## src/rtl/core/stq_pkg.sv

```systemverilog
// Shared constants, types and helpers for the segment to thick quad block.
// No dependencies; imported by every module under rtl/core.
`default_nettype none
package stq_pkg;
    localparam int MAX_QUADS   = 256;
    localparam int CNT_W       = $clog2(MAX_QUADS + 1);
    localparam int IDX_W       = 8;
    localparam int COORD_W     = 14;
    localparam int VERT_W      = 16;
    localparam int COLOR_W     = 32;
    localparam int HT_W        = 8;
    localparam int SCR_CX_Q4   = 2560;
    localparam int SCR_CY_Q4   = 1920;
    // Square root works on len2 << 24 (up to 54 bits), root fits 28 bits.
    localparam int RAD_W       = 56;
    localparam int ROOT_W      = 28;
    // Numerator |d| * h * 2^24: 15 + 8 + 24 bits.
    localparam int NUM_W       = 47;
    localparam int QUO_W       = 47;
    localparam int PADDR_W     = 4;

    localparam logic [PADDR_W-1:0] ADDR_HALF  = 4'h0;
    localparam logic [PADDR_W-1:0] ADDR_CLASS = 4'h4;
    localparam logic [PADDR_W-1:0] ADDR_COLOR = 4'h8;

    typedef enum logic [2:0] {
        ST_IDLE, ST_SQRT, ST_DIVX, ST_DIVY, ST_OUT
    } stq_state_t;
endpackage
`default_nettype wire

```

## src/rtl/core/stq_sqrt.sv

```systemverilog
// Bit-serial integer square root, two radicand bits per cycle.
// Depends on stq_pkg.
`default_nettype none
module stq_sqrt (
    input  wire logic                      clk,
    input  wire logic                      rst_n,
    input  wire logic                      start,
    input  wire logic [stq_pkg::RAD_W-1:0] radicand,
    output logic                           busy,
    output logic [stq_pkg::ROOT_W-1:0]     root
);
    import stq_pkg::*;
    localparam int STEPS = RAD_W / 2;
    localparam int CW    = $clog2(STEPS + 1);

    logic [RAD_W-1:0]  rad_reg, rad_next;
    logic [ROOT_W+1:0] rem_reg, rem_next;
    logic [ROOT_W-1:0] root_reg, root_next;
    logic [CW-1:0]     cnt_reg, cnt_next;
    logic [ROOT_W+1:0] trial;
    logic [ROOT_W+1:0] shifted;

    always_comb
    begin
        rad_next  = rad_reg;
        rem_next  = rem_reg;
        root_next = root_reg;
        cnt_next  = cnt_reg;
        shifted   = {rem_reg[ROOT_W-1:0], rad_reg[RAD_W-1 -: 2]};
        trial     = {root_reg, 2'b01};
        if (start)
        begin
            rad_next  = radicand;
            rem_next  = '0;
            root_next = '0;
            cnt_next  = CW'(STEPS);
        end
        else if (cnt_reg != '0)
        begin
            rad_next = {rad_reg[RAD_W-3:0], 2'b00};
            if (shifted >= trial)
            begin
                rem_next  = shifted - trial;
                root_next = {root_reg[ROOT_W-2:0], 1'b1};
            end
            else
            begin
                rem_next  = shifted;
                root_next = {root_reg[ROOT_W-2:0], 1'b0};
            end
            cnt_next = cnt_reg - 1'b1;
        end
    end

    always_ff @(posedge clk or negedge rst_n)
    begin
        if (!rst_n)
            cnt_reg <= '0;
        else
            cnt_reg <= cnt_next;
    end

    always_ff @(posedge clk)
    begin
        rad_reg  <= rad_next;
        rem_reg  <= rem_next;
        root_reg <= root_next;
    end

    assign busy = (cnt_reg != '0);
    assign root = root_reg;
endmodule
`default_nettype wire

```

## config.mk

```make
export PLATFORM = sky130hd
export DESIGN_NAME = stq_sqrt
export DESIGN_NICKNAME = d
export VERILOG_FILES = /design/src/rtl/core/stq_pkg.sv /design/src/rtl/core/stq_sqrt.sv
export SDC_FILE = /design/constraint.sdc
export NUM_CORES = 1
export LEC_CHECK = 0
export BUFFER_PORTS_ARGS = -buffer_cell sky130_fd_sc_hd__buf_2
export CAP_MARGIN = 30
export CORE_UTILIZATION = 55
export CTS_BUF_LIST = sky130_fd_sc_hd__clkbuf_8 sky130_fd_sc_hd__clkbuf_16
export DETAILED_ROUTE_END_ITERATION = 6
export PLACE_DENSITY = 0.79
export SETUP_SLACK_MARGIN = 0.05
export SLEW_MARGIN = 5
export SYNTH_ARGS = -nofsm -noshare
export SYNTH_HDL_FRONTEND = slang
export SYNTH_SLANG_ARGS = --single-unit
```

## constraint.sdc

```tcl
create_clock -name clk -period 5.15 [get_ports clk]
set_input_delay 0.2575 -clock clk [delete_from_list [all_inputs] [get_ports clk]]
set_output_delay 0.2575 -clock clk [all_outputs]
set_load 0.03 [all_outputs]
```

== Word-level counts from Yosys, hierarchy flattened ==
Index checks and enable logic that the tools add are counted.

* Muxes and demuxes: 6
* Order comparisons: 1
* $add $sub $neg: 2
* Reductions and logical operators: 2

{| class="wikitable"
|+ Operator list
! cell !! count
|-
| $mux 56 || 2
|-
| $ge 30x30->1 || 1
|-
| $mux 28 || 1
|-
| $sub 28x28->28 || 1
|-
| $mux 5 || 2
|-
| $reduce_bool 5->1 || 1
|-
| $sub 5x1->5 const B || 1
|-
| $reduce_bool 2->1 || 1
|-
| $mux 1 || 1
|}

* Bits of input ports: 59
* Register bits: 117
* Output and inout port bits: 29
* Word-level logic and storage cells: 15

== Depth between registers and ports, before layout ==
Gate-level depths: netlist (run 1).

* Depth after elaboration: 3
* Mapped depth: 13
* Depth with buffers taken out: 10

== Worst setup path before layout (run 1) ==
OpenSTA, ideal clock, no wires.

* Path type: flip-flop to flip-flop
* Start point: reg cnt_reg[0]
* End point: reg rad_reg[0] (enable)
* Buffers on the path: 1
* Setup slack: 2107 ps
* Required time: 4644 ps
* Arrival time: 2536 ps
* Clock period less this slack: 3043 ps
* Cell stages (with the launch flop): 8
* Cell sequence: dfrtp_1 inv_1 ha_1 nor4b_2 inv_2 nor2_1 clkbuf_1 inv_1

* Longest elaborated chain between the ends: 2

{| class="wikitable"
|+ RTL lines
! element !! line !! source
|-
| start, declared || stq_sqrt.sv:19 || <nowiki>logic [CW-1:0] cnt_reg, cnt_next;</nowiki>
|-
| start signal, assigned || stq_sqrt.sv:60 || <nowiki>cnt_reg <= cnt_next;</nowiki>
|-
| $reduce_bool 5->1 || stq_sqrt.sv:38 || <nowiki>else if (cnt_reg != '0)</nowiki>
|-
| $reduce_bool 2->1 (no source line) || n/a ||
|-
| end signal, assigned || stq_sqrt.sv:65 || <nowiki>rad_reg <= rad_next;</nowiki>
|-
| end, declared || stq_sqrt.sv:16 || <nowiki>logic [RAD_W-1:0] rad_reg, rad_next;</nowiki>
|}

No other way between the ends.
A chain may end at the register's enable or synchronous reset.

== Worst setup path in the final report (run 1) ==
* Start point: reg root_reg[5] (netlist: root[5])
* End point: reg rem_reg[12]

* Longest elaborated chain between the ends: 2
* Elaborated cells between the ends (all ways): 3

{| class="wikitable"
|+ RTL lines
! element !! line !! source
|-
| start, declared || stq_sqrt.sv:18 || <nowiki>logic [ROOT_W-1:0] root_reg, root_next;</nowiki>
|-
| start signal, assigned || stq_sqrt.sv:67 || <nowiki>root_reg <= root_next;</nowiki>
|-
| $sub 28x28->28 or $ge 30x30->1 (tied branches) || stq_sqrt.sv:43, stq_sqrt.sv:41 ||
|-
| $mux 28 (*) || stq_sqrt.sv:41 || <nowiki>if (shifted >= trial)</nowiki>
|-
| end signal, assigned || stq_sqrt.sv:66 || <nowiki>rem_reg <= rem_next;</nowiki>
|-
| end, declared || stq_sqrt.sv:17 || <nowiki>logic [ROOT_W+1:0] rem_reg, rem_next;</nowiki>
|}

Mark *: on every way between the ends. The rest lies on a longest branch, timed or not.

==> metrics.md, run 1 <==
| Metric | Value |
|---|---|
| Status | finished clean |
| First-pass GRT wire length | 23.2 mm |
| Die Width | 110 um |
| CP required | 5.45 ns |
| VDD IR max | 0.000272 V |
| Rel. slew slack | 40.4% |
| Crit start category | flop |
| Final ANT Viol Nets | 0 |
| CTS-repair resized insts | 0 |
| FF-to-FF setup slack | 1.77 ns |
| Syn_nets | 736 |
| Htree depth | 4 |
| Initial antenna violation count | 0 |
| Final setup violation count | 0 |
| Min Clock Period, post-route | 3.38 ns |
| Crit path DAT | 3.68 ns |
| Sequential fraction of the synthesis area | 45.7% |
| Routed vias/inst | 5.80 |
| Dpl cells | 850 |
| Seq cells post-synth | 117 |
| Antenna Cells | 0 |
| Post-synth EDFFs | 56 |
| Post-Syn Area per Cell | 9.93 sq um |
| Fin crit share | 65.6% |
| Die ar. | 12100 sq um |
| I/O Pins | 88 |
| R2r endpoint | rem_reg[12]$_SDFFE_PP0P_ |
| DRT iter0 DRCs | 354 |
| Vias | 5122 |
| Rows | 39 |
| FFs w/ async S/R, synth | 4.27% |
| Pwr Density | 557 nW/um^2 |
| Register Area | 2930 sq um |
| Setup_tns | 0 ns |
| RSZ-0062 raised after global routing | no |
| Synthesis-to-layout area growth | 17.8% |
| Max FFs per register | 56 |
| Total Wirelength | 14.9 mm |
| Routability-driven placement congestion ratio | 0.918 |
| Measured slew at the worst slew-check pin | 0.890 ns |
| Multi-input logic area | 3190 sq um |
| DRC | 0 |
| Largest net degree at the start of global routing | 73 |
| Final Slew Violations | 0 |
| Worst Path Max Fanout | 23 |
| Post-synthesis cell type count | 61 |
| Syn Inst Count | 645 |
| Num Clock Sinks | 117 |
| # Post-CTS Setup Buffers | 0 |
| GRT Util Overall | 25.5% |
| Filler cells | 887 |
| Wire per inst | 16.9 um |
| TritonRoute pass-1 iters | 5 |
| Die Height | 110 um |
| CP Class | flop to flop |
| Setup crit start | root[5]$_SDFFE_PP0P_ |
| Root Driver | clkbuf_16 |
| Total power | 4210 uW |
| Clock Skews | 0.00564 ns |
| Final nets | 818 |
| CTS tree | built |
| Clock Path Buffers | 2 |
| Synthesized area | 6400 sq um |
| Clk pin slew, worst setup/hold paths | 0.06 ns |
| Overflow after GRT | 0 |
| TritonCTS Buffers | 17 |
| Final HPWL DP | 10.2 mm |
| Yosys warns | 0 |
| Max Cap Viol | 0 |
| Vias in the first global route | 4792 |
| Clk_lat worst skew | 0.41 ns |
| Final Hold Vio Count | 0 |
| Crit path to | rem_reg[12]$_SDFFE_PP0P_ |
| Crit. End Element | flop |
| Worst hold path class | input pin to flop |
| Main synth FF type | edfxtp_1 |
| Port bufs | 87 |
| Reg2reg path depth | 11 |
| Finished Layout Cells | 883 |
| FF-to-FF Start | root[5]$_SDFFE_PP0P_ |
| Fraction of layout cells with a size suffix above 1 | 25.8% |
| Static Leak | 0.00309 uW |
| Fmax | 296 MHz |
| Core Area | 11400 sq um |
| Initial Utilization | 56.3% |
-- synth_stat cells (all sizes together) (3+ instances only) --
cell type / instances / area, sq um
o31ai: 7 / 57.6
o2111ai: 3 / 26.3
xnor2: 17 / 149
clkbuf: 22 / 82.6
a31oi: 3 / 18.8
o311ai: 3 / 26.3
dfxtp: 56 / 1120
and4: 3 / 26.3
a211oi: 15 / 113
edfxtp: 56 / 1680
o21bai: 6 / 45.0
ha: 32 / 400
mux2: 55 / 619
a21o: 6 / 45.0
o21a: 5 / 37.5
inv: 44 / 165
a21oi: 55 / 279
mux2i: 14 / 140
o211ai: 8 / 60.1
nand4: 4 / 25.0
nor3: 4 / 25.0
nand3: 12 / 60.1
dfrtp: 5 / 125
xor2: 9 / 78.8
or3: 3 / 18.8
nor2: 39 / 149
o21ai: 23 / 115
and2: 5 / 31.3
nand2: 87 / 329
a32oi: 7 / 61.3
nor2b: 4 / 25.0
buf: 9 / 53.8
-- critical path, stage by stage, from the launching register on --
cell and delay (ns):
dfxtp_1 0.38, inv_1 0.06, ha_1 0.35, a21o_1 0.21, or3_1 0.32, o211a_1 0.24, nor3_2 0.17, o31ai_2 0.15
a21oi_4 0.60, buf_4 0.38, nor3_1 0.10, a2111oi_2 0.29
-- how the worst min path moves through the flow --
| stage | startpoint | depth (start not counted) | slack (ns) | endpoint |
|---|---|---|---|---|
| after floorplan | rst_n | 0 | -0.04 | cnt_reg[0]$_DFFE_PN0P_ |
| final | radicand[1] | 2 | 0.13 | rad_reg[1]$_SDFFCE_PN0P_ |
| after detailed placement | rst_n | 1 | 0.08 | cnt_reg[4]$_DFFE_PN0P_ |
| after CTS | radicand[1] | 2 | 0.12 | rad_reg[1]$_SDFFCE_PN0P_ |
| after global routing | radicand[0] | 2 | 0.13 | rad_reg[0]$_SDFFCE_PN0P_ |
| after global placement | rst_n | 1 | 0.08 | cnt_reg[1]$_DFFE_PN0P_ |
-- report_power, final --
group	leakage, uW	switching [uW]	total (uW)	internal [uW]
Combinational	0.00170	1060	1850	788
Clock	0.000275	441	1150	712
Sequential	0.00111	88.0	1210	1120
Total	0.00309	1590	4210	2620
-- area by class of cell --
cell class,count,share of cell area (%)
clock buffers,17,5.64
clock inverters,15,2.02
inverters,44,2.19
multi-input cells,453,42.3
flip-flops and latches,117,38.8
well taps,143,2.37
repair buffers,94,6.70
-- what timing repair did --
item | 4_1_cts | 5_1_grt
endpoints found under the setup margin | 0 | 0
hold buffers | 1 | 0
hold endpoints to repair | 5 | 0
-- cells in the final DEF (no fill, tap or decap), drive strengths merged, types with 2 or more instances in the layout --
master,n
and4,3
clkbuf,17
nand3b,2
buf,93
inv,47
o21a,5
xnor2,17
a21o,6
o21bai,6
o31ai,7
or4,2
o21ai,23
nand2,87
nand3,12
or3,3
clkinv,7
and3,2
and2,5
xor2,9
nor2,39
a21oi,55
clkinvlp,3
nand4b,2
dfxtp,56
dfrtp,5
nand4,4
mux2,55
nor2b,4
nor3,4
ha,32
a31oi,3
edfxtp,56
a32oi,7
o311ai,3
o2111ai,3
bufinv,2
or2,2
o211ai,8
a211oi,15
mux2i,14
-- metal layers --
metal	vias up	share of wire, %	track usage, %
met5	-	0	0
met4	0	1.7	9.52
li1	2496	-	-
met3	27	6.0	6.16
met1	2421	44	34.3
met2	178	48	39.8
-- through the flow --
step	hold WS (ns)	util, %	setup WS, ns	area [sq um]
finish	0.133	66.4	1.77	7550
floorplan	-0.0381	-	2.11	6400
CTS	0.122	66.4	1.78	7550
global route	0.133	66.4	1.57	7550
detailed placement	0.0844	61.2	1.82	6960
global placement	0.0811	61.0	1.93	6940
-- cells by family after synthesis --
logic type,count (synthesis),share of synthesized area [%]
buf+inv,75,4.71
fa+ha+maj,32,6.25
flops,117,45.7
compound gates,151,15.5
simple gates,175,12.4
mux,69,11.9
xor+xnor,26,3.56
(Power assumes the default switching activity.)
==> run 2: changes to the inputs <==
- CORE_UTILIZATION: 55 -> 52
- PLACE_DENSITY: 0.79 -> 0.78
- clock period: 5.15 -> 2.8 ns (I/O delays scaled with it)
==> metrics.md, run 2 (synthesis results as in run 1) <==
| Metric | Value |
|---|---|
| Setup_tns | 0 ns (unchanged) |
| Worst Path Max Fanout | 7 (was 23) |
| Measured slew at the worst slew-check pin | 0.986 ns (was 0.890 ns) |
| Die ar. | 12800 sq um (was 12100 sq um) |
| Worst Path Buf+Inv | 3 (was 2) |
| I/O Pins | 88 (unchanged) |
| Final setup margin | 0.00293 ns (was 1.77 ns) |
| Initial Utilization | 53.3% (was 56.3%) |
| Routed vias/inst | 5.90 (was 5.80) |
| Clk pin slew, worst setup/hold paths | 0.06 ns (about the same) |
| FF-to-FF Start | rad_reg[55]$_DFFE_PP_ (was root[5]$_SDFFE_PP0P_) |
| Min Clock Period, post-route | 2.80 ns (was 3.38 ns) |
| Slowest-stage cell, CP | edfxtp_1 (was a21oi_4) |
| Static Leak | 0.00337 uW (was 0.00309 uW) |
| Fmax | 358 MHz (was 296 MHz) |
| Clock Skews | 0.0155 ns (was 0.00564 ns) |
| Root Driver | clkbuf_16 (unchanged) |
| Final Slew Violations | 0 (unchanged) |
| Pre-CTS WS | 0.00497 ns (was 1.82 ns) |
| Clk_lat worst skew | 0.41 ns (about the same) |
| FF-to-FF setup slack | 0.003 ns (was 1.77 ns) |
| Crit-path cells | inv_1 > ha_1 > nor2b_1 > o31a_1 > o211a_4 > nor3_4 > o31ai_4 > a21oi_4 > buf_6 > buf_4 > mux2i_1 > a211oi_1 (was inv_1 > ha_1 > a21o_1 > or3_1 > o211a_1 > nor3_2 > o31ai_2 > a21oi_4 > buf_4 > nor3_1 > a2111oi_2) |
| Delay-heaviest family, CP | compound AO/OA/AOI/OAI gates (unchanged) |
| Die Width | 113 um (was 110 um) |
| Hold Path Depth | 2 (unchanged) |
| Crit. End Element | flop (unchanged) |
| Most frequent cells in the layout | nand2_1, buf_2, edfxtp_1 (was nand2_1, buf_2, edfxtp_1, dfxtp_1, mux2_2) |
| Max FFs per register | 56 (unchanged) |
| Wire per inst | 17.9 um (was 16.9 um) |
| VDD IR max | 0.000724 V (was 0.000272 V) |
| CP required | 3.06 ns (was 5.45 ns) |
| Dpl cells | 882 (was 850) |
| Vias in the first global route | 5097 (was 4792) |
| Pwr Density | 1100 nW/um^2 (was 557 nW/um^2) |
| Final nets | 861 (was 818) |
| DRC | 0 (unchanged) |
| Antenna Cells | 0 (unchanged) |
| Crit. path cell count | 12 (was 11) |
| GRT Util Overall | 25.2% (was 25.5%) |
| CP Class | flop to flop (unchanged) |
| Max Cap Viol | 0 (unchanged) |
| Hold Path End | rad_reg[1]$_SDFFCE_PN0P_ (unchanged) |
| Beginning of the worst hold path | radicand[1] (unchanged) |
| Reg2reg path depth | 12 (was 11) |
| Crit path DAT | 3.06 ns (was 3.68 ns) |
| Vias | 5488 (was 5122) |
| Synthesis-to-layout area growth | 26.7% (was 17.8%) |
| Routability-driven placement congestion ratio | 0.991 (was 0.918) |
| Crit-path max cell delay | 0.44 ns (was 0.60 ns) |
| Final Hold Vio Count | 0 (unchanged) |
| Initial antenna violation count | 0 (unchanged) |
| Final HPWL DP | 10.9 mm (was 10.2 mm) |
| Final Util | 67.5% (was 66.4%) |
| Core Area | 12000 sq um (was 11400 sq um) |
| R2r endpoint | rem_reg[7]$_SDFFE_PP0P_ (was rem_reg[12]$_SDFFE_PP0P_) |
| First-pass GRT wire length | 24.8 mm (was 23.2 mm) |
| Total Wirelength | 16.6 mm (was 14.9 mm) |
| Worst hold path class | input pin to flop (unchanged) |
| Final ANT Viol Nets | 0 (unchanged) |
| TritonRoute pass-1 iters | 6 (was 5) |
| Rel. slew slack | 34.0% (was 40.4%) |
| Finished Layout Cells | 930 (was 883) |
| RSZ-0062 raised after global routing | yes (was no) |
| Port bufs | 87 (unchanged) |
| Clock Path Buffers | 2 (unchanged) |
| Htree depth | 4 (unchanged) |
| Fraction of layout cells with a size suffix above 1 | 33.3% (was 25.8%) |
| Largest net degree at the start of global routing | 60 (was 73) |
| TritonCTS Buffers | 17 (unchanged) |
| Overflow after GRT | 0 (unchanged) |
| CTS tree | built (unchanged) |
| Die Height | 113 um (was 110 um) |
| Rows | 40 (was 39) |
| Status | finished clean (unchanged) |
| Final setup violation count | 0 (unchanged) |
| Crit start category | flop (unchanged) |
| DRT iter0 DRCs | 431 (was 354) |
| Fin crit share | 99.9% (was 65.6%) |
| Num Clock Sinks | 117 (unchanged) |
| Worst hold slack | 0.0196 ns (was 0.133 ns) |
## run 2: metrics by stage
stage               cell area (sq um)  total power (uW)
finish                           8110              8900
floorplan                        6420              4890
detailed placement               7180              5820
global placement                 7180              5710
global route                     8110              9320
CTS                              7840              8100
## run 2: worst register-to-register path, stage by stage, from the launching register on
cell and delay (ns):
edfxtp_1 0.44, inv_1 0.13, ha_1 0.23, nor2b_1 0.09
o31a_1 0.35, o211a_4 0.27, nor3_4 0.22, o31ai_4 0.10
a21oi_4 0.22, buf_6 0.17, buf_4 0.11, mux2i_1 0.22
a211oi_1 0.09
## run 2: how the worst max path moves through the flow
stage | start | to | slack (ns)
after floorplan | root[24]$_SDFFE_PP0P_ | rem_reg[4]$_SDFFE_PP0P_ | 0.05
after CTS | root[5]$_SDFFE_PP0P_ | rem_reg[27]$_SDFFE_PP0P_ | 0.06
after global routing | rad_reg[55]$_DFFE_PP_ | rem_reg[7]$_SDFFE_PP0P_ | -0.05
after global placement | root[12]$_SDFFE_PP0P_ | rem_reg[4]$_SDFFE_PP0P_ | 0.11
after detailed placement | root[25]$_SDFFE_PP0P_ | rem_reg[4]$_SDFFE_PP0P_ | 0.005
final | rad_reg[55]$_DFFE_PP_ | rem_reg[7]$_SDFFE_PP0P_ | 0.003
## run 2: final cells by class
cell class,instances,area (sq um)
well taps,147,184
fillers,870,3900
flip-flops and latches,117,2940
clock inverters,13,143
repair buffers,137,875
multi-input cells,453,3350
inverters,44,169
clock buffers,19,453
## run 2: routing by layer
layer	track usage, %	up-vias	share of wire [%]
li1	-	2591	-
met1	32.2	2640	42
met2	41.6	231	50
met3	6.16	26	7.1
met4	9.04	0	1.7
met5	0	-	0
## run 2: what timing repair did
action / 4_1_cts / 5_1_grt
setup buffers: 1 / 12
hold buffers: 1 / 0
resized for setup: 7 / 37
pin swaps: 2 / 11
gates cloned: 0 / 2
endpoints found under the hold margin: 5 / 0
endpoints found under the setup margin: 1 / 25
## run 2: power breakdown
| part | total [uW] | switching, uW | internal [uW] |
|---|---|---|---|
| clock network | 2180 | 753 | 1430 |
| logic | 4480 | 2300 | 2180 |
| registers | 2240 | 184 | 2060 |
==> run 3: changes to the inputs <==
- CORE_ASPECT_RATIO: not set -> 0.9
==> metrics.md, run 3 (synthesis results as in run 1) <==
| Metric | Value |
|---|---|
| Status | finished clean (unchanged) |
| Die ar. | 12800 sq um (about the same) |
| Die Width | 119 um (was 113 um) |
| Reg2reg path depth | 9 (was 12) |
| Final HPWL DP | 10.9 mm (about the same) |
| CP required | 3.14 ns (was 3.06 ns) |
| Total Wirelength | 16.1 mm (was 16.6 mm) |
| TritonRoute pass-1 iters | 5 (was 6) |
| Int Power | 5620 uW (was 5670 uW) |
| First-pass GRT wire length | 25.6 mm (was 24.8 mm) |
| Root Driver | clkbuf_16 (unchanged) |
| Max Cap Viol | 0 (unchanged) |
| Wire per inst | 17.1 um (was 17.9 um) |
| RSZ-0062 raised after global routing | no (was yes) |
| Grt met1 use | 31.9% (was 32.2%) |
| Setup_tns | 0 ns (unchanged) |
| Die Height | 107 um (was 113 um) |
| Port bufs | 87 (unchanged) |
| Crit start category | flop (unchanged) |
| I/O Pins | 88 (unchanged) |
| Worst hold slack | 0.0156 ns (was 0.0196 ns) |
| Min Clock Period, post-route | 2.67 ns (was 2.80 ns) |
| Met3 Track Usage GR | 8.90% (was 6.16%) |
| Clk pin slew, worst setup/hold paths | 0.06 ns (about the same) |
| Initial antenna violation count | 0 (unchanged) |
| Clock Skews | 0.00783 ns (was 0.0155 ns) |
| CP Class | flop to flop (unchanged) |
| Global Route met2 Usage | 41.7% (was 41.6%) |
| Static Leak | 0.00336 uW (was 0.00337 uW) |
| Vias | 5449 (was 5488) |
| Max FFs per register | 56 (unchanged) |
| Rel. slew slack | 53.9% (was 34.0%) |
| Final Slew Violations | 0 (unchanged) |
| Core Area | 12000 sq um (about the same) |
| Crit path DAT | 3.00 ns (was 3.06 ns) |
| TritonCTS Buffers | 17 (unchanged) |
| Pwr Density | 1070 nW/um^2 (was 1100 nW/um^2) |
| Synthesis-to-layout area growth | 27.4% (was 26.7%) |
| Final nets | 861 (unchanged) |
| Most frequent cells in the layout | nand2_1, buf_2, edfxtp_1 (unchanged) |
| Htree depth | 4 (unchanged) |
| Switching Power | 3150 uW (was 3240 uW) |
| Fin crit share | 95.2% (was 99.9%) |
| Final Util | 67.8% (was 67.5%) |
| DRC | 0 (unchanged) |
| Worst Path Max Fanout | 5 (was 7) |
| Rows | 38 (was 40) |
| Measured slew at the worst slew-check pin | 0.691 ns (was 0.986 ns) |
| Overflow after GRT | 0 (unchanged) |
| Largest net degree at the start of global routing | 60 (unchanged) |
| Dpl cells | 902 (was 882) |
| Clock power share | 27.3% (was 24.5%) |
| GRT Util Overall | 26.0% (was 25.2%) |
| Fraction of layout cells with a size suffix above 1 | 34.0% (was 33.3%) |
| Filler cells | 852 (was 870) |
| Final setup violation count | 0 (unchanged) |
| Combinational power share | 47.0% (was 50.3%) |
| Vias in the first global route | 5265 (was 5097) |
| Net Sw Frac | 36.0% (was 36.4%) |
| Final Hold Vio Count | 0 (unchanged) |
| DRT iter0 DRCs | 398 (was 431) |
| CTS tree | built (unchanged) |
| Antenna Cells | 0 (unchanged) |
| Final ANT Viol Nets | 0 (unchanged) |
| Routability-driven placement congestion ratio | 0.925 (was 0.991) |
| Hold Path Depth | 2 (unchanged) |
| Finished Layout Cells | 943 (was 930) |
| Fmax | 375 MHz (was 358 MHz) |
| Crit. End Element | flop (unchanged) |
| Worst hold path class | input pin to flop (unchanged) |
| Initial Utilization | 53.2% (was 53.3%) |
| Num Clock Sinks | 117 (unchanged) |
| Clock Path Buffers | 2 (unchanged) |
| Gr busiest metal | met2 (unchanged) |
| VDD IR max | 0.000627 V (was 0.000724 V) |
| Clk_lat worst skew | 0.42 ns (was 0.41 ns) |
| Routed vias/inst | 5.78 (was 5.90) |
| Sequential power share | 25.6% (was 25.2%) |
## run 3: cell types whose count changed in the layout (fill, tap and decap cells not counted), moves of 4 or more
| cell | change |
|---|---|
| ha_4 | +5 |
| dfxtp_2 | +4 |
| ha_1 | -6 |
| dfxtp_1 | -4 |
| o21ai_0 | +4 |
| o21ai_1 | -4 |
| inv_1 | -4 |
## run 3: layout make-up
cell class                 instances  area, sq um  area share, %
clock inverter                    14          208           2.55
timing repair buffer             136          825           10.1
inverter                          44          169           2.07
sequential                       117         2940           36.1
clock buffer                      18          439           5.38
tap                              160          200           2.45
multi-input combinational        454         3380           41.4
## run 3: per-stage QoR
stage          setup WS [ns]  power, uW  cell area (sq um)
5_1_grt               0.0242       9230               8160
3_5_place_dp          0.0126       5870               7240
4_1_cts               0.0544       8460               8010
6_report               0.134       8770               8160
3_3_place_gp           0.121       5760               7240
2_1_floorplan         0.0529       4890               6420
## run 3: final timing paths
check	endpoint	slack, ns	from
min in group asynchronous	cnt_reg[3]$_DFFE_PN0P_	0.08	rst_n
hold / removal	rad_reg[38]$_DFFE_PP_	0.02	radicand[38]
setup reg to reg	rem_reg[1]$_SDFFE_PP0P_	0.13	root[3]$_SDFFE_PP0P_
setup / recovery	rem_reg[1]$_SDFFE_PP0P_	0.13	root[3]$_SDFFE_PP0P_
hold reg to reg	root[24]$_SDFFE_PP0P_	0.47	root[24]$_SDFFE_PP0P_
max in group asynchronous	cnt_reg[4]$_DFFE_PN0P_	2.59	rst_n
## run 3: timing repair
item                                    in CTS  in global routing
buffers inserted                             4                  1
pin swaps                                    3                 10
resized for setup                           10                 31
cloned                                       1                  0
endpoints found under the setup margin       8                 28
hold buffers                                 3                  0
endpoints found under the hold margin        7                  0
## run 3: layer usage
layer / up-vias / part of all wire (%)
li1: 2576 / -
met1: 2597 / 42
met2: 237 / 48
met3: 39 / 8.1
met4: 0 / 2.3
met5: - / 0
## run 3: power groups by stage
| stage | sequential [uW] | combinational [uW] | clock (uW) |
|---|---|---|---|
| 3_3_place_gp | 2240 | 3520 | 0 |
| 2_1_floorplan | 2220 | 2670 | 0 |
| 6_report | 2250 | 4120 | 2400 |
| 3_5_place_dp | 2250 | 3620 | 0 |
| 5_1_grt | 2270 | 4470 | 2490 |
| 4_1_cts | 2230 | 3810 | 2420 |
## run 3: worst max-delay path, stage by stage, from the launching register on
cell and delay (ns):
dfxtp_1 0.38, inv_1 0.08, ha_1 0.25, or3_1 0.37, o211a_1 0.28, nor3_4 0.24, o31ai_4 0.11, a21oi_2 0.28
mux2_2 0.38, a211oi_1 0.21
