### config.mk
export PLATFORM = sky130hd
export DESIGN_NAME = stq_div
export DESIGN_NICKNAME = d
export VERILOG_FILES = /design/src/rtl/core/stq_pkg.sv /design/src/rtl/core/stq_div.sv
export SDC_FILE = /design/constraint.sdc
export NUM_CORES = 1
export LEC_CHECK = 0
export ABC_AREA = 1
export ABC_CLOCK_PERIOD_IN_PS = 2800
export BUFFER_PORTS_ARGS = -buffer_cell sky130_fd_sc_hd__buf_2
export CAP_MARGIN = 20
export CORE_MARGIN = 2
export CORE_UTILIZATION = 55
export CTS_BUF_LIST = sky130_fd_sc_hd__clkbuf_2
export CTS_CLUSTER_DIAMETER = 80
export CTS_CLUSTER_SIZE = 28
export DETAILED_ROUTE_END_ITERATION = 10
export GPL_TIMING_DRIVEN = 1
export PLACE_DENSITY = 0.79
export SKIP_CTS_REPAIR_TIMING = 1
export SLEW_MARGIN = 20
export SYNTH_ARGS = -nofsm -noshare
export SYNTH_HDL_FRONTEND = slang
export SYNTH_SLANG_ARGS = --single-unit
### constraint.sdc
create_clock -name clk -period 2.8 [get_ports clk]
set_input_delay 0.14 -clock clk [delete_from_list [all_inputs] [get_ports clk]]
set_output_delay 0.14 -clock clk [all_outputs]
set_load 0.02 [all_outputs]
### src/rtl/core/stq_pkg.sv
// Shared constants, types and helpers for the segment to thick quad block.
// No dependencies; imported by every module under rtl/core.
`default_nettype none
package stq_pkg;
    localparam int MAX_QUADS   = 256;
    localparam int CNT_W       = $clog2(MAX_QUADS + 1);
    localparam int IDX_W       = 8;
    localparam int COORD_W     = 14;
    localparam int VERT_W      = 16;
    localparam int COLOR_W     = 32;
    localparam int HT_W        = 8;
    localparam int SCR_CX_Q4   = 2560;
    localparam int SCR_CY_Q4   = 1920;
    // Square root works on len2 << 24 (up to 54 bits), root fits 28 bits.
    localparam int RAD_W       = 56;
    localparam int ROOT_W      = 28;
    // Numerator |d| * h * 2^24: 15 + 8 + 24 bits.
    localparam int NUM_W       = 47;
    localparam int QUO_W       = 47;
    localparam int PADDR_W     = 4;

    localparam logic [PADDR_W-1:0] ADDR_HALF  = 4'h0;
    localparam logic [PADDR_W-1:0] ADDR_CLASS = 4'h4;
    localparam logic [PADDR_W-1:0] ADDR_COLOR = 4'h8;

    typedef enum logic [2:0] {
        ST_IDLE, ST_SQRT, ST_DIVX, ST_DIVY, ST_OUT
    } stq_state_t;
endpackage
`default_nettype wire

### src/rtl/core/stq_div.sv
// Bit-serial restoring divider, one quotient bit per cycle, unsigned.
// Depends on stq_pkg.
`default_nettype none
module stq_div (
    input  wire logic                       clk,
    input  wire logic                       rst_n,
    input  wire logic                       start,
    input  wire logic [stq_pkg::NUM_W-1:0]  dividend,
    input  wire logic [stq_pkg::ROOT_W-1:0] divisor,
    output logic                            busy,
    output logic [stq_pkg::QUO_W-1:0]       quotient
);
    import stq_pkg::*;
    localparam int CW = $clog2(NUM_W + 1);

    logic [NUM_W-1:0]  quo_reg, quo_next;
    logic [ROOT_W:0]   rem_reg, rem_next;
    logic [ROOT_W-1:0] den_reg, den_next;
    logic [CW-1:0]     cnt_reg, cnt_next;
    logic [ROOT_W:0]   shifted;

    always_comb
    begin
        quo_next = quo_reg;
        rem_next = rem_reg;
        den_next = den_reg;
        cnt_next = cnt_reg;
        shifted  = {rem_reg[ROOT_W-1:0], quo_reg[NUM_W-1]};
        if (start)
        begin
            quo_next = dividend;
            rem_next = '0;
            den_next = divisor;
            cnt_next = CW'(NUM_W);
        end
        else if (cnt_reg != '0)
        begin
            if (shifted >= {1'b0, den_reg})
            begin
                rem_next = shifted - {1'b0, den_reg};
                quo_next = {quo_reg[NUM_W-2:0], 1'b1};
            end
            else
            begin
                rem_next = shifted;
                quo_next = {quo_reg[NUM_W-2:0], 1'b0};
            end
            cnt_next = cnt_reg - 1'b1;
        end
    end

    always_ff @(posedge clk or negedge rst_n)
    begin
        if (!rst_n)
            cnt_reg <= '0;
        else
            cnt_reg <= cnt_next;
    end

    always_ff @(posedge clk)
    begin
        quo_reg <= quo_next;
        rem_reg <= rem_next;
        den_reg <= den_next;
    end

    assign busy     = (cnt_reg != '0);
    assign quotient = quo_reg;
endmodule
`default_nettype wire

# Word-level counts from Yosys, hierarchy flattened
# Cells that the tools add are included.
dict set report classes {
  n_reduce_logical 2
  shifts 0
  eq_ne 0
  div 0
  bitwise 0
  muxes 6
  order_cmp 1
  add_sub_neg 2
  multipliers 0
}
# cell count
set op_table {}
lappend op_table {{2-to-1 mux 47 bit} 2}
lappend op_table {{greater-or-equal comparator 29 x 28 -> 1 bit} 1}
lappend op_table {{2-to-1 mux 28 bit} 1}
lappend op_table {{subtractor 28 bit} 1}
lappend op_table {{2-to-1 mux 6 bit} 2}
lappend op_table {{nonzero test 6 bit} 1}
lappend op_table {{subtractor 6 x 1 -> 6 bit, second input constant} 1}
lappend op_table {{nonzero test 2 bit} 1}
lappend op_table {{2-to-1 mux 1 bit} 1}
dict set report word_totals {
  ramBits 0
  romBits 0
  reg_bits 109
  n_memories 0
  wordCells 15
  latch_bits 0
}

# Depth between registers and ports, before layout
# Gate-level depths: netlist (run 1).
dict set report depth {
  ltp_word 4
  mapped_depth 17
  ltp_nobuf 16
}

# Worst setup path after synthesis (run 1)
# No wires, ideal clock.
dict set report synth_timing {
  path_type {register to register}
  startpoint {reg cnt_reg[0]}
  endpoint {reg quo_reg[0], in the netlist quotient[0] (enable)}
  path_slack_ns 0.301
  stages_incl_launch_ff 8
  synth_period_minus_slack_ns 2.499
  path_buffers 0
  arrival_time_ns 2.093
  cell_sequence {dfrtp_1 > inv_1 > ha_1 > inv_1 > nor3_2 > nand3_1 > nor2_1 > inv_1}
}
dict set report synth_between {
  elab_chain_cells 2
}
# item line_no
set synth_lines {}
lappend synth_lines {{start, declared} stq_div.sv:19} ;# logic [CW-1:0] cnt_reg, cnt_next;
lappend synth_lines {{start signal, assigned} stq_div.sv:57} ;# cnt_reg <= cnt_next;
lappend synth_lines {{nonzero test 6 bit} n/a}
lappend synth_lines {{via busy} stq_div.sv:10} ;# output logic busy,
lappend synth_lines {{nonzero test 2 bit (no source line)} n/a}
lappend synth_lines {{end signal, assigned} stq_div.sv:62} ;# quo_reg <= quo_next;
lappend synth_lines {{end, declared} stq_div.sv:16} ;# logic [NUM_W-1:0] quo_reg, quo_next;
# The timed path passes the listed nets, and every way through them passes these cells.
# A chain may end at the register's enable or synchronous reset.

# Final worst setup path (run 1)
dict set report layout_timing {
  startpoint {reg cnt_reg[0]}
  endpoint {reg quo_reg[42], in the netlist quotient[42] (enable)}
}
dict set report layout_between {
  elab_chain_cells 2
}
# item line_no
set layout_lines {}
lappend layout_lines {{nonzero test 6 bit} stq_div.sv:36} ;# else if (cnt_reg != '0)
lappend layout_lines {{nonzero test 2 bit (no source line)} n/a}
# Every way passes these cells.

==> reports/summary.json, run 1 <==
{
  "pwr": {
    "power.ir.vdd_worst_uv": 413.4,
    "static_leakage_nw": 4.375,
    "sw_pwr_w": 0.002876,
    "switching_share_pct": 45.69,
    "comb_power_share_pct": 53.3,
    "int_power_w": 0.003418,
    "seq_power_share_pct": 35.2,
    "power.clock.fraction_pct": 11.4,
    "power.density_nw_per_um2": 757.8
  },
  "clock_network": {
    "cts_made_buffers": 9,
    "cts_max_level": 3,
    "clock-sinks": 109,
    "max-clock-path-buffers": 2,
    "cts_tree": "built",
    "cts.reportedPaths.clkPinSlew_ns": 0.34,
    "latest_clock_arrival_within_the_worst_skew_pair_ns": 0.67,
    "cts-root-buf": "sky130_fd_sc_hd__clkbuf_2"
  },
  "global_route": {
    "grt_first_pass_wirelength_um": 26630,
    "track_usage_pct": 25.94,
    "initial_antenna_violation_count": 1,
    "global_route.overflow_total": 0,
    "first_global_vias": 5731,
    "grt_max_degree": 78
  },
  "detailed_routing": {
    "wl_um": 18480,
    "met1_length_um": 7574,
    "drc": 0,
    "antenna_left": 0,
    "route.vias.total": 6574,
    "avgViaCountPerCell": 5.238,
    "detailroute.wirelength.met3_um": 1458,
    "detailedRoute.firstIterationViolations": 464,
    "drt_first_pass_iters": 5,
    "highest_layer": "met4",
    "wl_met2_um": 8922,
    "routed_wire_length_per_instance_um": 14.73
  },
  "run": {
    "timing.max_cap.violations": 0
  },
  "finish": {
    "largest_reg_flops": 47,
    "syn2layout_area_growth_pct": 25.01,
    "final_nets": 1210,
    "most_common_cell_after_layout_fill_and_taps_aside": "sky130_fd_sc_hd__nand2_1",
    "layout-drive-gt1-share_pct": 16.35,
    "layout_cell_area_excl_fill_um2": 8305,
    "most-common-layout-cells": "382 x sky130_fd_sc_hd__nand2_1, 125 x sky130_fd_sc_hd__inv_1, 125 x sky130_fd_sc_hd__buf_2",
    "fillCellCount": 938
  },
  "logic_synthesis": {
    "synth_largest_area_cell": "sky130_fd_sc_hd__edfxtp_1",
    "avgSynthCellArea_um2": 7.390,
    "synth_top_area_share_pct": 33.90,
    "synthCells": 899,
    "syn-num-nets": 1007,
    "synthDistinctLibCells": 37,
    "post_synth_instance_area_um2": 6644,
    "synth.top_cells.by_area": "sky130_fd_sc_hd__edfxtp_1 34%, sky130_fd_sc_hd__nand2_1 22%, sky130_fd_sc_hd__dfxtp_1 8.4%",
    "synth_warnings": 0,
    "synth-seq-cells": 109,
    "yosysSeqAreaShare_pct": 44.60
  },
  "floorplan": {
    "dieArea_um2": 12970,
    "core_area_um2": 11910,
    "effective_utilization_at_floorplan_pct": 55.78,
    "io-pin-count": 126,
    "die_height_um": 113.9,
    "fp-row-count": 40,
    "chipWidth_um": 113.9
  },
  "timing": {
    "fin_crit_ns": 2.547,
    "final.setup_skew_ns": 0.04801,
    "post-route-period-util_pct": 90.98,
    "fin_setup_tns_ns": 0,
    "setup_slack_ns": 0.2526,
    "max_clock_freq_mhz": 392.6,
    "finalHoldWorstSlack_ns": 0.1465,
    "hold_violations": 0,
    "final_max_slew_viol_count": 0,
    "grt_setup_unrepaired": "no",
    "setup_viol": 0,
    "timing_worst_slew_pin_value_ns": 0.8798,
    "maxSlewHeadroom_pct": 41.35
  },
  "worst_setup_path": {
    "worst-endpoint-required_ns": 2.95,
    "start_kind": "flop",
    "cp-endpoint": "quotient[42]",
    "cp-end-kind": "flop",
    "rr_startpoint": "cnt_reg[0]",
    "reg2reg_to": "quotient[42]",
    "critical_path.startpoint": "cnt_reg[0]",
    "rr_worst_depth": 7,
    "setup.worst_path.class": "reg -> reg",
    "path_max_fanout": 54,
    "crit_arrival_ns": 2.70,
    "setup.reg_to_reg.worst_slack_ns": 0.25
  },
  "placed_design": {
    "dp_hpwl_um": 11950,
    "place_area_um2": 7413,
    "placement.setup.worst_slack_ns": 0.5088,
    "portBuffers": 125,
    "finalWeightedCongestion": 0.9594
  },
  "min_path": {
    "worstHoldStart": "divisor[0]",
    "worstHoldPathType": "in -> reg"
  },
  "outcome": {
    "outcome": "complete, no violations"
  }
}
[worst min-delay path by stage]
| stage | slack (ns) | endpoint | depth (start not counted) |
|---|---|---|---|
| floorplan | -0.16 | cnt_reg[0] | 0 |
| global placement | -0.03 | cnt_reg[2] | 1 |
| detailed placement | -0.03 | cnt_reg[2] | 1 |
| CTS | -0.77 | cnt_reg[2] | 1 |
| global route | 0.09 | den_reg[0] | 2 |
| finish | 0.15 | den_reg[0] | 2 |
[cells in the mapped netlist]
master,n
sky130_fd_sc_hd__xnor2_1,11
sky130_fd_sc_hd__and3_1,2
sky130_fd_sc_hd__o31ai_1,2
sky130_fd_sc_hd__a22oi_1,1
sky130_fd_sc_hd__ha_1,29
sky130_fd_sc_hd__fa_1,1
sky130_fd_sc_hd__or2_2,1
sky130_fd_sc_hd__a31oi_1,1
sky130_fd_sc_hd__nor2_1,55
sky130_fd_sc_hd__nor3_1,2
sky130_fd_sc_hd__dfrtp_1,6
sky130_fd_sc_hd__nand4_1,13
sky130_fd_sc_hd__buf_2,2
sky130_fd_sc_hd__dfxtp_1,28
sky130_fd_sc_hd__edfxtp_1,75
sky130_fd_sc_hd__nand3_1,60
sky130_fd_sc_hd__nor3_2,3
sky130_fd_sc_hd__nand3_2,10
sky130_fd_sc_hd__a21oi_1,22
sky130_fd_sc_hd__a21oi_2,2
sky130_fd_sc_hd__o21ai_1,7
sky130_fd_sc_hd__buf_4,1
sky130_fd_sc_hd__inv_1,126
sky130_fd_sc_hd__buf_6,4
sky130_fd_sc_hd__nand2_1,382
sky130_fd_sc_hd__inv_2,4
sky130_fd_sc_hd__nand2_2,5
sky130_fd_sc_hd__nand3b_1,11
sky130_fd_sc_hd__buf_1,4
sky130_fd_sc_hd__o21ai_0,6
sky130_fd_sc_hd__nor4_1,1
sky130_fd_sc_hd__clkbuf_1,10
sky130_fd_sc_hd__nor2_4,1
sky130_fd_sc_hd__or2_1,1
sky130_fd_sc_hd__nor2_2,4
sky130_fd_sc_hd__o21bai_1,3
sky130_fd_sc_hd__clkinv_1,3
[power by group through the flow]
| stage | logic [W] | registers [W] | clock network (W) |
|---|---|---|---|
| global placement | 0.00317 | 0.00224 | 0 |
| detailed placement | 0.00321 | 0.00224 | 0 |
| finish | 0.00336 | 0.00222 | 0.000720 |
| global route | 0.00380 | 0.00225 | 0.000788 |
| floorplan | 0.00244 | 0.00229 | 0 |
| CTS | 0.00323 | 0.00221 | 0.000734 |
[metal layers]
layer,vias up,track usage [%]
met4,0,9.187
met2,323,42.36
met1,2967,34.29
met5,-,0
li1,3244,-
met3,40,5.685
[per-stage QoR]
stage | total power, W | utilization (%) | cells
detailed placement | 0.005451 | 62.24 | 1160
global placement | 0.005411 | 62.24 | 1160
CTS | 0.006174 | 63.14 | 1176
finish | 0.006294 | 69.73 | 1255
global route | 0.006837 | 69.73 | 1255
floorplan | 0.004727 | - | 899
[logic make-up after synthesis]
| logic type | Yosys count | synth area share, % |
|---|---|---|
| flip-flops | 109 | 44.60 |
| AO/OA/AOI/OAI | 44 | 3.672 |
| XOR/XNOR | 11 | 1.450 |
| buffers and inverters | 154 | 9.247 |
| adder cells (fa/ha/maj) | 30 | 5.763 |
| AND/OR/NAND/NOR | 551 | 35.27 |
[final cells by class]
type                            instances  area, um2  area share, %
Timing Repair Buffer                  213       1481          17.84
Inverter                              133      500.5          6.026
Clock inverter                          6      57.56         0.6930
Sequential cell                       109       2963          35.67
Tap cell                              147      183.9          2.215
Multi-Input combinational cell        636       3067          36.92
Antenna cell                            1      2.502        0.03013
Clock buffer                           10      50.05         0.6026
[worst max-delay path, cell delays in order, from the launching register on]
cell	delay, ns
sky130_fd_sc_hd__dfrtp_1	0.44
sky130_fd_sc_hd__inv_1	0.14
sky130_fd_sc_hd__ha_1	0.17
sky130_fd_sc_hd__inv_1	0.06
sky130_fd_sc_hd__nor3_2	0.15
sky130_fd_sc_hd__nand3_1	0.18
sky130_fd_sc_hd__nor2_1	0.21
sky130_fd_sc_hd__clkinv_2	0.70
Power figures use the tool's default switching activity.
==> run 2, diff against run 1 <==
--- a/config.mk
+++ b/config.mk
@@ -10,13 +10,13 @@
 export BUFFER_PORTS_ARGS = -buffer_cell sky130_fd_sc_hd__buf_2
 export CAP_MARGIN = 20
 export CORE_MARGIN = 2
-export CORE_UTILIZATION = 55
+export CORE_UTILIZATION = 48
 export CTS_BUF_LIST = sky130_fd_sc_hd__clkbuf_2
 export CTS_CLUSTER_DIAMETER = 80
 export CTS_CLUSTER_SIZE = 28
 export DETAILED_ROUTE_END_ITERATION = 10
 export GPL_TIMING_DRIVEN = 1
-export PLACE_DENSITY = 0.79
+export PLACE_DENSITY = 0.71
 export SKIP_CTS_REPAIR_TIMING = 1
 export SLEW_MARGIN = 20
 export SYNTH_ARGS = -nofsm -noshare
==> reports/summary.json, run 2 (same netlist as run 1, synthesis figures left out) <==
{
  "timing": {
    "final.setup_skew": {"value": 0.04224, "unit": "ns", "change": "was 0.04801 ns"},
    "setup_viol": {"value": 0, "change": "unchanged"},
    "final_max_slew_viol_count": {"value": 0, "change": "unchanged"},
    "post-route-period-util": {"value": 84.57, "unit": "%", "change": "was 90.98%"},
    "max_clock_freq": {"value": 422.3, "unit": "MHz", "change": "was 392.6 MHz"},
    "grt_setup_unrepaired": {"value": "no", "change": "unchanged"},
    "maxSlewHeadroom": {"value": 43.69, "unit": "%", "change": "was 41.35%"},
    "timing_worst_slew_pin_value": {"value": 0.8438, "unit": "ns", "change": "was 0.8798 ns"},
    "fin_crit": {"value": 2.368, "unit": "ns", "change": "was 2.547 ns"},
    "hold_violations": {"value": 0, "change": "unchanged"},
    "fin_setup_tns": {"value": 0, "unit": "ns", "change": "unchanged"}
  },
  "global_route": {
    "grt_max_degree": {"value": 64, "change": "was 78"},
    "first_global_vias": {"value": 5755, "change": "was 5731"},
    "initial_antenna_violation_count": {"value": 1, "change": "unchanged"},
    "track_usage": {"value": 23.78, "unit": "%", "change": "was 25.94%"},
    "grt_first_pass_wirelength": {"value": 27540, "unit": "um", "change": "was 26630 um"},
    "global_route.overflow_total": {"value": 0, "change": "unchanged"}
  },
  "finish": {
    "largest_reg_flops": {"value": 47, "change": "unchanged"},
    "syn2layout_area_growth": {"value": 25.25, "unit": "%", "change": "was 25.01%"},
    "layout.core_utilization": {"value": 62.10, "unit": "%", "change": "was 69.73%"},
    "fillCellCount": {"value": 1234, "change": "was 938"},
    "most-common-layout-cells": {"value": "382 x sky130_fd_sc_hd__nand2_1, 125 x sky130_fd_sc_hd__inv_1, 125 x sky130_fd_sc_hd__buf_2", "change": "unchanged"},
    "most_common_cell_after_layout_fill_and_taps_aside": {"value": "sky130_fd_sc_hd__nand2_1", "change": "unchanged"},
    "layout-drive-gt1-share": {"value": 16.37, "unit": "%", "change": "was 16.35%"},
    "final_cells": {"value": 1283, "change": "was 1255"},
    "final_nets": {"value": 1209, "change": "was 1210"}
  },
  "floorplan": {
    "die_height": {"value": 121.7, "unit": "um", "change": "was 113.9 um"},
    "io-pin-count": {"value": 126, "change": "unchanged"},
    "fp-row-count": {"value": 42, "change": "was 40"},
    "effective_utilization_at_floorplan": {"value": 49.58, "unit": "%", "change": "was 55.78%"},
    "dieArea": {"value": 14800, "unit": "um2", "change": "was 12970 um2"},
    "core_area": {"value": 13400, "unit": "um2", "change": "was 11910 um2"},
    "chipWidth": {"value": 121.7, "unit": "um", "change": "was 113.9 um"}
  },
  "placed_design": {
    "dp_hpwl": {"value": 12680, "unit": "um", "change": "was 11950 um"},
    "portBuffers": {"value": 125, "change": "unchanged"},
    "numPlacedInstances": {"value": 1188, "change": "was 1160"},
    "finalWeightedCongestion": {"value": 0.9497, "change": "was 0.9594"}
  },
  "pwr": {
    "power.ir.vdd_worst": {"value": 385.1, "unit": "uV", "change": "was 413.4 uV"},
    "power.clock.fraction": {"value": 11.0, "unit": "%", "change": "was 11.4%"},
    "power.density": {"value": 755.6, "unit": "nW/um2", "change": "was 757.8 nW/um2"},
    "static_leakage": {"value": 4.371, "unit": "nW", "change": "was 4.375 nW"},
    "sw_pwr": {"value": 0.002876, "unit": "W", "change": "about the same"},
    "comb_power_share": {"value": 53.7, "unit": "%", "change": "was 53.3%"},
    "int_power": {"value": 0.003412, "unit": "W", "change": "was 0.003418 W"},
    "seq_power_share": {"value": 35.4, "unit": "%", "change": "was 35.2%"},
    "switching_share": {"value": 45.74, "unit": "%", "change": "was 45.69%"}
  },
  "detailed_routing": {
    "route.vias.total": {"value": 6364, "change": "was 6574"},
    "wl": {"value": 18490, "unit": "um", "change": "was 18480 um"},
    "detailedRoute.firstIterationViolations": {"value": 388, "change": "was 464"},
    "avgViaCountPerCell": {"value": 4.960, "change": "was 5.238"},
    "drt_first_pass_iters": {"value": 7, "change": "was 5"},
    "antenna_left": {"value": 0, "change": "unchanged"},
    "drc": {"value": 0, "change": "unchanged"},
    "routed_wire_length_per_instance": {"value": 14.41, "unit": "um", "change": "was 14.73 um"}
  },
  "worst_setup_path": {
    "setup.reg_to_reg.worst_slack": {"value": 0.43, "unit": "ns", "change": "was 0.25 ns"},
    "cp-end-kind": {"value": "flop", "change": "unchanged"},
    "start_kind": {"value": "flop", "change": "unchanged"},
    "setup.worst_path.class": {"value": "reg -> reg", "change": "unchanged"},
    "worst-endpoint-required": {"value": 3.34, "unit": "ns", "change": "was 2.95 ns"},
    "path_max_fanout": {"value": 4, "change": "was 54"},
    "crit_arrival": {"value": 2.91, "unit": "ns", "change": "was 2.70 ns"}
  },
  "run": {
    "timing.max_cap.violations": {"value": 0, "change": "unchanged"}
  },
  "clock_network": {
    "clock-sinks": {"value": 109, "change": "unchanged"},
    "max-clock-path-buffers": {"value": 2, "change": "unchanged"},
    "cts.reportedPaths.clkPinSlew": {"value": 0.31, "unit": "ns", "change": "was 0.34 ns"},
    "cts-root-buf": {"value": "sky130_fd_sc_hd__clkbuf_2", "change": "unchanged"},
    "latest_clock_arrival_within_the_worst_skew_pair": {"value": 0.65, "unit": "ns", "change": "was 0.67 ns"},
    "cts_made_buffers": {"value": 9, "change": "unchanged"},
    "cts_max_level": {"value": 3, "change": "unchanged"},
    "cts_tree": {"value": "built", "change": "unchanged"}
  },
  "min_path": {
    "worstHoldPathType": {"value": "in -> reg", "change": "unchanged"}
  },
  "outcome": {
    "outcome": {"value": "complete, no violations", "change": "unchanged"}
  }
}
==> run 2: cell types whose count changed in the layout (fill, tap and decap cells not counted) <==
| cell | change |
|---|---|
| sky130_fd_sc_hd__clkinv_8 | -1 |
| sky130_fd_sc_hd__clkbuf_2 | +2 |
| sky130_fd_sc_hd__inv_6 | -1 |
| sky130_fd_sc_hd__inv_4 | +1 |
| sky130_fd_sc_hd__clkinv_1 | -1 |
| sky130_fd_sc_hd__buf_4 | -1 |
==> run 2: layout make-up <==
class	count	area (um2)	area share [%]
multi-input cells	636	3067	36.85
diodes	1	2.502	0.03007
repair buffers	212	1474	17.71
flip-flops and latches	109	2963	35.60
clock inverters	4	33.78	0.4060
inverters	133	501.7	6.029
clock buffers	12	60.06	0.7217
well taps	176	220.2	2.646
==> run 2: metal layers <==
layer | global-route usage, % | wire length [um] | up-vias
met5 | 0 | 0 | -
met4 | 4.885 | 276 | 0
met3 | 5.665 | 1051 | 23
met2 | 40.38 | 8950 | 218
met1 | 31.15 | 8215 | 2885
li1 | - | - | 3238
==> run 2: per-stage QoR <==
stage | hold slack, ns | cell area (um2) | setup WS, ns | power, W
after global placement | -0.02674 | 7442 | 0.4971 | 0.005466
final | 0.1743 | 8322 | 0.4319 | 0.006288
after floorplan | -0.1556 | 6644 | 0.3007 | 0.004727
after CTS | -0.7982 | 7536 | 0.4413 | 0.006201
after global routing | 0.1040 | 8322 | 0.2277 | 0.006835
after detailed placement | -0.02067 | 7442 | 0.5040 | 0.005491
==> run 2: power groups by stage <==
stage | Clock, W | Combinational, W | Sequential, W
6_report | 0.000690 | 0.00337 | 0.00222
5_1_grt | 0.000766 | 0.00381 | 0.00226
4_1_cts | 0.000711 | 0.00327 | 0.00222
3_5_place_dp | 0 | 0.00325 | 0.00225
3_3_place_gp | 0 | 0.00322 | 0.00224
2_1_floorplan | 0 | 0.00244 | 0.00229
==> run 2: final timing paths <==
check | from | end | depth (start not counted)
worst max-delay path | quotient[46] | rem_reg[16] | 14
worst min-delay path | divisor[12] | den_reg[12] | 2
worst max register to register | quotient[46] | rem_reg[16] | 14
worst min register to register | rem_reg[25] | rem_reg[25] | 2
max in group asynchronous | rst_n | cnt_reg[2] | 3
min in group asynchronous | rst_n | cnt_reg[4] | 3
==> run 2: worst max-delay path, cell delays in order, from the launching register on <==
cell and delay [ns]:
sky130_fd_sc_hd__edfxtp_1 0.46, sky130_fd_sc_hd__inv_1 0.09, sky130_fd_sc_hd__ha_1 0.14, sky130_fd_sc_hd__inv_1 0.07
sky130_fd_sc_hd__fa_1 0.43, sky130_fd_sc_hd__nand2_1 0.09, sky130_fd_sc_hd__nand3_1 0.19, sky130_fd_sc_hd__nand2_1 0.11
sky130_fd_sc_hd__nand2_1 0.16, sky130_fd_sc_hd__nand2_1 0.15, sky130_fd_sc_hd__nand3_1 0.08, sky130_fd_sc_hd__nand2_1 0.09
sky130_fd_sc_hd__nand3_2 0.07, sky130_fd_sc_hd__nand3_1 0.08, sky130_fd_sc_hd__nand2_1 0.07
==> run 3, diff against run 2 <==
--- a/config.mk
+++ b/config.mk
@@ -5,8 +5,8 @@
 export SDC_FILE = /design/constraint.sdc
 export NUM_CORES = 1
 export LEC_CHECK = 0
-export ABC_AREA = 1
-export ABC_CLOCK_PERIOD_IN_PS = 2800
+export ABC_AREA = 0
+export ABC_CLOCK_PERIOD_IN_PS = 2000
 export BUFFER_PORTS_ARGS = -buffer_cell sky130_fd_sc_hd__buf_2
 export CAP_MARGIN = 20
 export CORE_MARGIN = 2
@@ -16,7 +16,7 @@
 export CTS_CLUSTER_SIZE = 28
 export DETAILED_ROUTE_END_ITERATION = 10
 export GPL_TIMING_DRIVEN = 1
-export PLACE_DENSITY = 0.71
+export PLACE_DENSITY = 0.74
 export SKIP_CTS_REPAIR_TIMING = 1
 export SLEW_MARGIN = 20
 export SYNTH_ARGS = -nofsm -noshare
==> constraint.sdc (replaced) <==
create_clock -name clk -period 2 [get_ports clk]
set_input_delay 0.1 -clock clk [delete_from_list [all_inputs] [get_ports clk]]
set_output_delay 0.1 -clock clk [all_outputs]
set_load 0.02 [all_outputs]
==> reports/summary.json, run 3 <==
{
  "global_route": {
    "grt_max_degree": {"value": 48, "change": "was 64"},
    "track_usage": {"value": 21.90, "unit": "%", "change": "was 23.78%"},
    "global_route.overflow_total": {"value": 0, "change": "unchanged"},
    "initial_antenna_violation_count": {"value": 0, "change": "was 1"},
    "first_global_vias": {"value": 5412, "change": "was 5755"},
    "grt_first_pass_wirelength": {"value": 24630, "unit": "um", "change": "was 27540 um"}
  },
  "clock_network": {
    "latest_clock_arrival_within_the_worst_skew_pair": {"value": 0.67, "unit": "ns", "change": "was 0.65 ns"},
    "max-clock-path-buffers": {"value": 2, "change": "unchanged"},
    "cts.reportedPaths.clkPinSlew": {"value": 0.33, "unit": "ns", "change": "was 0.31 ns"},
    "cts_tree": {"value": "built", "change": "unchanged"},
    "cts-root-buf": {"value": "sky130_fd_sc_hd__clkbuf_2", "change": "unchanged"},
    "clock-sinks": {"value": 109, "change": "unchanged"},
    "cts_max_level": {"value": 3, "change": "unchanged"},
    "cts_made_buffers": {"value": 9, "change": "unchanged"}
  },
  "detailed_routing": {
    "wl": {"value": 18410, "unit": "um", "change": "was 18490 um"},
    "antenna_left": {"value": 0, "change": "unchanged"},
    "avgViaCountPerCell": {"value": 5.341, "change": "was 4.960"},
    "drc": {"value": 0, "change": "unchanged"},
    "drt_first_pass_iters": {"value": 7, "change": "unchanged"},
    "route.vias.total": {"value": 5688, "change": "was 6364"},
    "routed_wire_length_per_instance": {"value": 17.28, "unit": "um", "change": "was 14.41 um"},
    "detailedRoute.firstIterationViolations": {"value": 396, "change": "was 388"}
  },
  "worst_setup_path": {
    "path_max_fanout": {"value": 6, "change": "was 4"},
    "worst-endpoint-required": {"value": 2.62, "unit": "ns", "change": "was 3.34 ns"},
    "rr_startpoint": {"value": "den_reg[14]", "change": "was quotient[46]"},
    "start_kind": {"value": "flop", "change": "unchanged"},
    "rr_worst_depth": {"value": 12, "change": "was 14"},
    "setup.worst_path.class": {"value": "reg -> reg", "change": "unchanged"},
    "cp-end-kind": {"value": "flop", "change": "unchanged"},
    "crit_path_top_delay_cell": {"value": "sky130_fd_sc_hd__edfxtp_1", "change": "unchanged"},
    "max_stage_delay": {"value": 0.42, "unit": "ns", "change": "was 0.46 ns"},
    "reg2reg_to": {"value": "rem_reg[10]", "change": "was rem_reg[16]"},
    "crit_arrival": {"value": 3.40, "unit": "ns", "change": "was 2.91 ns"},
    "worstPathCellList": {"value": "inv_1, ha_1, nand4_1, or3_4, nor4_4, a211o_1, a21oi_4, nor2_4, buf_12, clkbuf_16, mux2i_2, o21ai_1", "change": "was inv_1, ha_1, inv_1, fa_1, nand2_1, nand3_1, nand2_1, nand2_1, nand2_1, nand3_1, nand2_1, nand3_2, nand3_1, nand2_1"},
    "setup.reg_to_reg.worst_slack": {"value": -0.78, "unit": "ns", "change": "was 0.43 ns"}
  },
  "finish": {
    "most_common_cell_after_layout_fill_and_taps_aside": {"value": "sky130_fd_sc_hd__buf_4", "change": "was sky130_fd_sc_hd__nand2_1"},
    "antenna_cells": {"value": 0, "change": "was 1"},
    "layout.core_utilization": {"value": 74.03, "unit": "%", "change": "was 62.10%"},
    "final_nets": {"value": 996, "change": "was 1209"},
    "largest_reg_flops": {"value": 47, "change": "unchanged"},
    "most-common-layout-cells": {"value": "134 x sky130_fd_sc_hd__buf_4, 123 x sky130_fd_sc_hd__buf_2, 78 x sky130_fd_sc_hd__dlygate4sd3_1", "change": "was 382 x sky130_fd_sc_hd__nand2_1, 125 x sky130_fd_sc_hd__inv_1, 125 x sky130_fd_sc_hd__buf_2"},
    "layout-drive-gt1-share": {"value": 47.37, "unit": "%", "change": "was 16.37%"},
    "syn2layout_area_growth": {"value": 50.65, "unit": "%", "change": "was 25.25%"},
    "final_cells": {"value": 1065, "change": "was 1283"}
  },
  "floorplan": {
    "core_area": {"value": 12570, "unit": "um2", "change": "was 13400 um2"},
    "chipWidth": {"value": 117.4, "unit": "um", "change": "was 121.7 um"},
    "io-pin-count": {"value": 126, "change": "unchanged"},
    "dieArea": {"value": 13790, "unit": "um2", "change": "was 14800 um2"},
    "fp-row-count": {"value": 41, "change": "was 42"},
    "die_height": {"value": 117.4, "unit": "um", "change": "was 121.7 um"},
    "effective_utilization_at_floorplan": {"value": 49.14, "unit": "%", "change": "was 49.58%"}
  },
  "min_path": {
    "worstHoldStart": {"value": "divisor[22]", "change": "was divisor[12]"},
    "worstHoldPathType": {"value": "in -> reg", "change": "unchanged"},
    "timing.hold.worst_path_depth": {"value": 2, "change": "unchanged"},
    "hold_end": {"value": "den_reg[22]", "change": "was den_reg[12]"}
  },
  "logic_synthesis": {
    "dominantRegCellSynth": {"value": "sky130_fd_sc_hd__edfxtp_1", "change": "unchanged"},
    "synth.most_common_cell": {"value": "sky130_fd_sc_hd__edfxtp_1", "change": "was sky130_fd_sc_hd__nand2_1"},
    "post_synth_most_frequent_cells": {"value": "75 x sky130_fd_sc_hd__edfxtp_1, 47 x sky130_fd_sc_hd__mux2_2, 40 x sky130_fd_sc_hd__nor2_1, 39 x sky130_fd_sc_hd__inv_1, 37 x sky130_fd_sc_hd__nand2_1", "change": "was 382 x sky130_fd_sc_hd__nand2_1, 126 x sky130_fd_sc_hd__inv_1, 75 x sky130_fd_sc_hd__edfxtp_1, 60 x sky130_fd_sc_hd__nand3_1, 55 x sky130_fd_sc_hd__nor2_1"},
    "synth_top_area_share": {"value": 36.47, "unit": "%", "change": "was 33.90%"},
    "synth-async-reset-ratio": {"value": 5.505, "unit": "%", "change": "unchanged"},
    "synthDistinctLibCells": {"value": 70, "change": "was 37"},
    "synth-seq-cells": {"value": 109, "change": "unchanged"},
    "avgSynthCellArea": {"value": 11.21, "unit": "um2", "change": "was 7.390 um2"},
    "post_synth_instance_area": {"value": 6176, "unit": "um2", "change": "was 6644 um2"},
    "synth_warnings": {"value": 0, "change": "unchanged"},
    "yosysSeqAreaShare": {"value": 47.97, "unit": "%", "change": "was 44.60%"},
    "synth-edff-count": {"value": 75, "change": "unchanged"},
    "synth_largest_area_cell": {"value": "sky130_fd_sc_hd__edfxtp_1", "change": "unchanged"},
    "syn-num-nets": {"value": 659, "change": "was 1007"},
    "synthCells": {"value": 551, "change": "was 899"},
    "synth.top_cells.by_area": {"value": "sky130_fd_sc_hd__edfxtp_1 36%, sky130_fd_sc_hd__dfxtp_1 9.1%, sky130_fd_sc_hd__mux2_2 8.6%", "change": "was sky130_fd_sc_hd__edfxtp_1 34%, sky130_fd_sc_hd__nand2_1 22%, sky130_fd_sc_hd__dfxtp_1 8.4%"}
  },
  "placed_design": {
    "dp_hpwl": {"value": 11320, "unit": "um", "change": "was 12680 um"},
    "finalWeightedCongestion": {"value": 0.9656, "change": "was 0.9497"},
    "portBuffers": {"value": 125, "change": "unchanged"},
    "numPlacedInstances": {"value": 947, "change": "was 1188"}
  },
  "timing": {
    "hold_violations": {"value": 0, "change": "unchanged"},
    "final.setup_skew": {"value": 0.03886, "unit": "ns", "change": "was 0.04224 ns"},
    "grt_setup_unrepaired": {"value": "yes", "change": "was no"},
    "setup_viol": {"value": 77, "change": "was 0"},
    "setup_slack": {"value": -0.7835, "unit": "ns", "change": "was 0.4319 ns"},
    "final_max_slew_viol_count": {"value": 0, "change": "unchanged"},
    "timing_worst_slew_pin_value": {"value": 0.7796, "unit": "ns", "change": "was 0.8438 ns"},
    "fin_crit": {"value": 2.784, "unit": "ns", "change": "was 2.368 ns"},
    "fin_setup_tns": {"value": -22.15, "unit": "ns", "change": "was 0 ns"},
    "maxSlewHeadroom": {"value": 47.83, "unit": "%", "change": "was 43.69%"},
    "post-route-period-util": {"value": 139.2, "unit": "%", "change": "was 84.57%"},
    "max_clock_freq": {"value": 359.3, "unit": "MHz", "change": "was 422.3 MHz"}
  },
  "outcome": {
    "failing_checks": "negative setup slack",
    "outcome": {"value": "finished with violations", "change": "was complete, no violations"}
  },
  "pwr": {
    "power.ir.vdd_worst": {"value": 481.4, "unit": "uV", "change": "was 385.1 uV"},
    "power.density": {"value": 518.1, "unit": "nW/um2", "change": "was 755.6 nW/um2"},
    "static_leakage": {"value": 4.127, "unit": "nW", "change": "was 4.371 nW"},
    "p_total": {"value": 0.004820, "unit": "W", "change": "was 0.006288 W"}
  },
  "run": {
    "timing.max_cap.violations": {"value": 0, "change": "unchanged"}
  }
}
run 3: cell types whose count changed in the layout (fill, tap and decap cells not counted), sizes merged, moves of 7 or more:
cell / before / now
nor2: 60 / 41
nand2: 387 / 51
o21a: 0 / 7
a21oi: 24 / 32
nand3: 70 / 5
mux2: 0 / 47
o21ai: 13 / 28
a311oi: 0 / 15
xor2: 0 / 11
nand3b: 11 / 3
a21o: 0 / 12
nand4: 13 / 5
inv: 132 / 41
buf: 134 / 268
run 3: final cells by class:
cell class / count / area [um2]
repair buffers: 348 / 2636
multi-input cells: 381 / 3212
flip-flops and latches: 109 / 2964
clock buffers: 9 / 45.04
inverters: 39 / 152.6
fillers: 830 / 3264
well taps: 172 / 215.2
clock inverters: 7 / 78.83
run 3: critical path, delay by kind of cell, from the launching register on:
family | cells | cell delay (ns)
compound gates | 3 | 0.34
fa+ha+maj | 1 | 0.36
buf+inv | 3 | 0.36
flops | 1 | 0.42
mux | 1 | 0.22
simple gates | 4 | 1.03
run 3: cells by family after synthesis:
| kind of cell | Yosys count | share of synthesized area [%] |
|---|---|---|
| AO/OA/AOI/OAI | 134 | 17.02 |
| multiplexers | 52 | 9.380 |
| buffers and inverters | 63 | 4.558 |
| XOR/XNOR | 26 | 3.687 |
| flip-flops | 109 | 47.97 |
| adder cells (fa/ha/maj) | 30 | 6.199 |
| AND/OR/NAND/NOR | 137 | 11.18 |
run 3: power breakdown:
part,switching (W),internal (W),total (W),leakage (nW)
combinational,0.000537,0.000558,0.00110,2.99
sequential,0.0000765,0.00258,0.00266,1.06
clock,0.000850,0.000213,0.00106,0.0734
run 3: routing by layer:
metal	global-route usage, %	share of wire, %	up-vias
met5	0	0	-
met4	7.907	3.5	0
met3	5.496	5.2	59
met2	38.60	51	208
met1	25.86	40	2722
li1	-	-	2699
run 3: worst max path at each step:
stage	start	end	slack (ns)	cells past startpoint
after floorplan	cnt_reg[0]	quotient[0]	-0.83	9
after global routing	den_reg[14]	rem_reg[12]	-0.83	12
after CTS	den_reg[6]	rem_reg[13]	-0.87	11
final	den_reg[14]	rem_reg[10]	-0.78	12
after detailed placement	den_reg[6]	rem_reg[13]	-0.80	11
after global placement	den_reg[6]	rem_reg[4]	-0.62	11
run 3: stage by stage:
step | instance area (um2) | worst slack [ns] | hold WS (ns)
global placement | 7934 | -0.6222 | -0.07446
CTS | 8058 | -0.8744 | -0.8571
floorplan | 6250 | -0.8341 | -0.1956
finish | 9304 | -0.7835 | 0.1127
global route | 9304 | -0.8329 | 0.04770
detailed placement | 7934 | -0.7985 | -0.07006
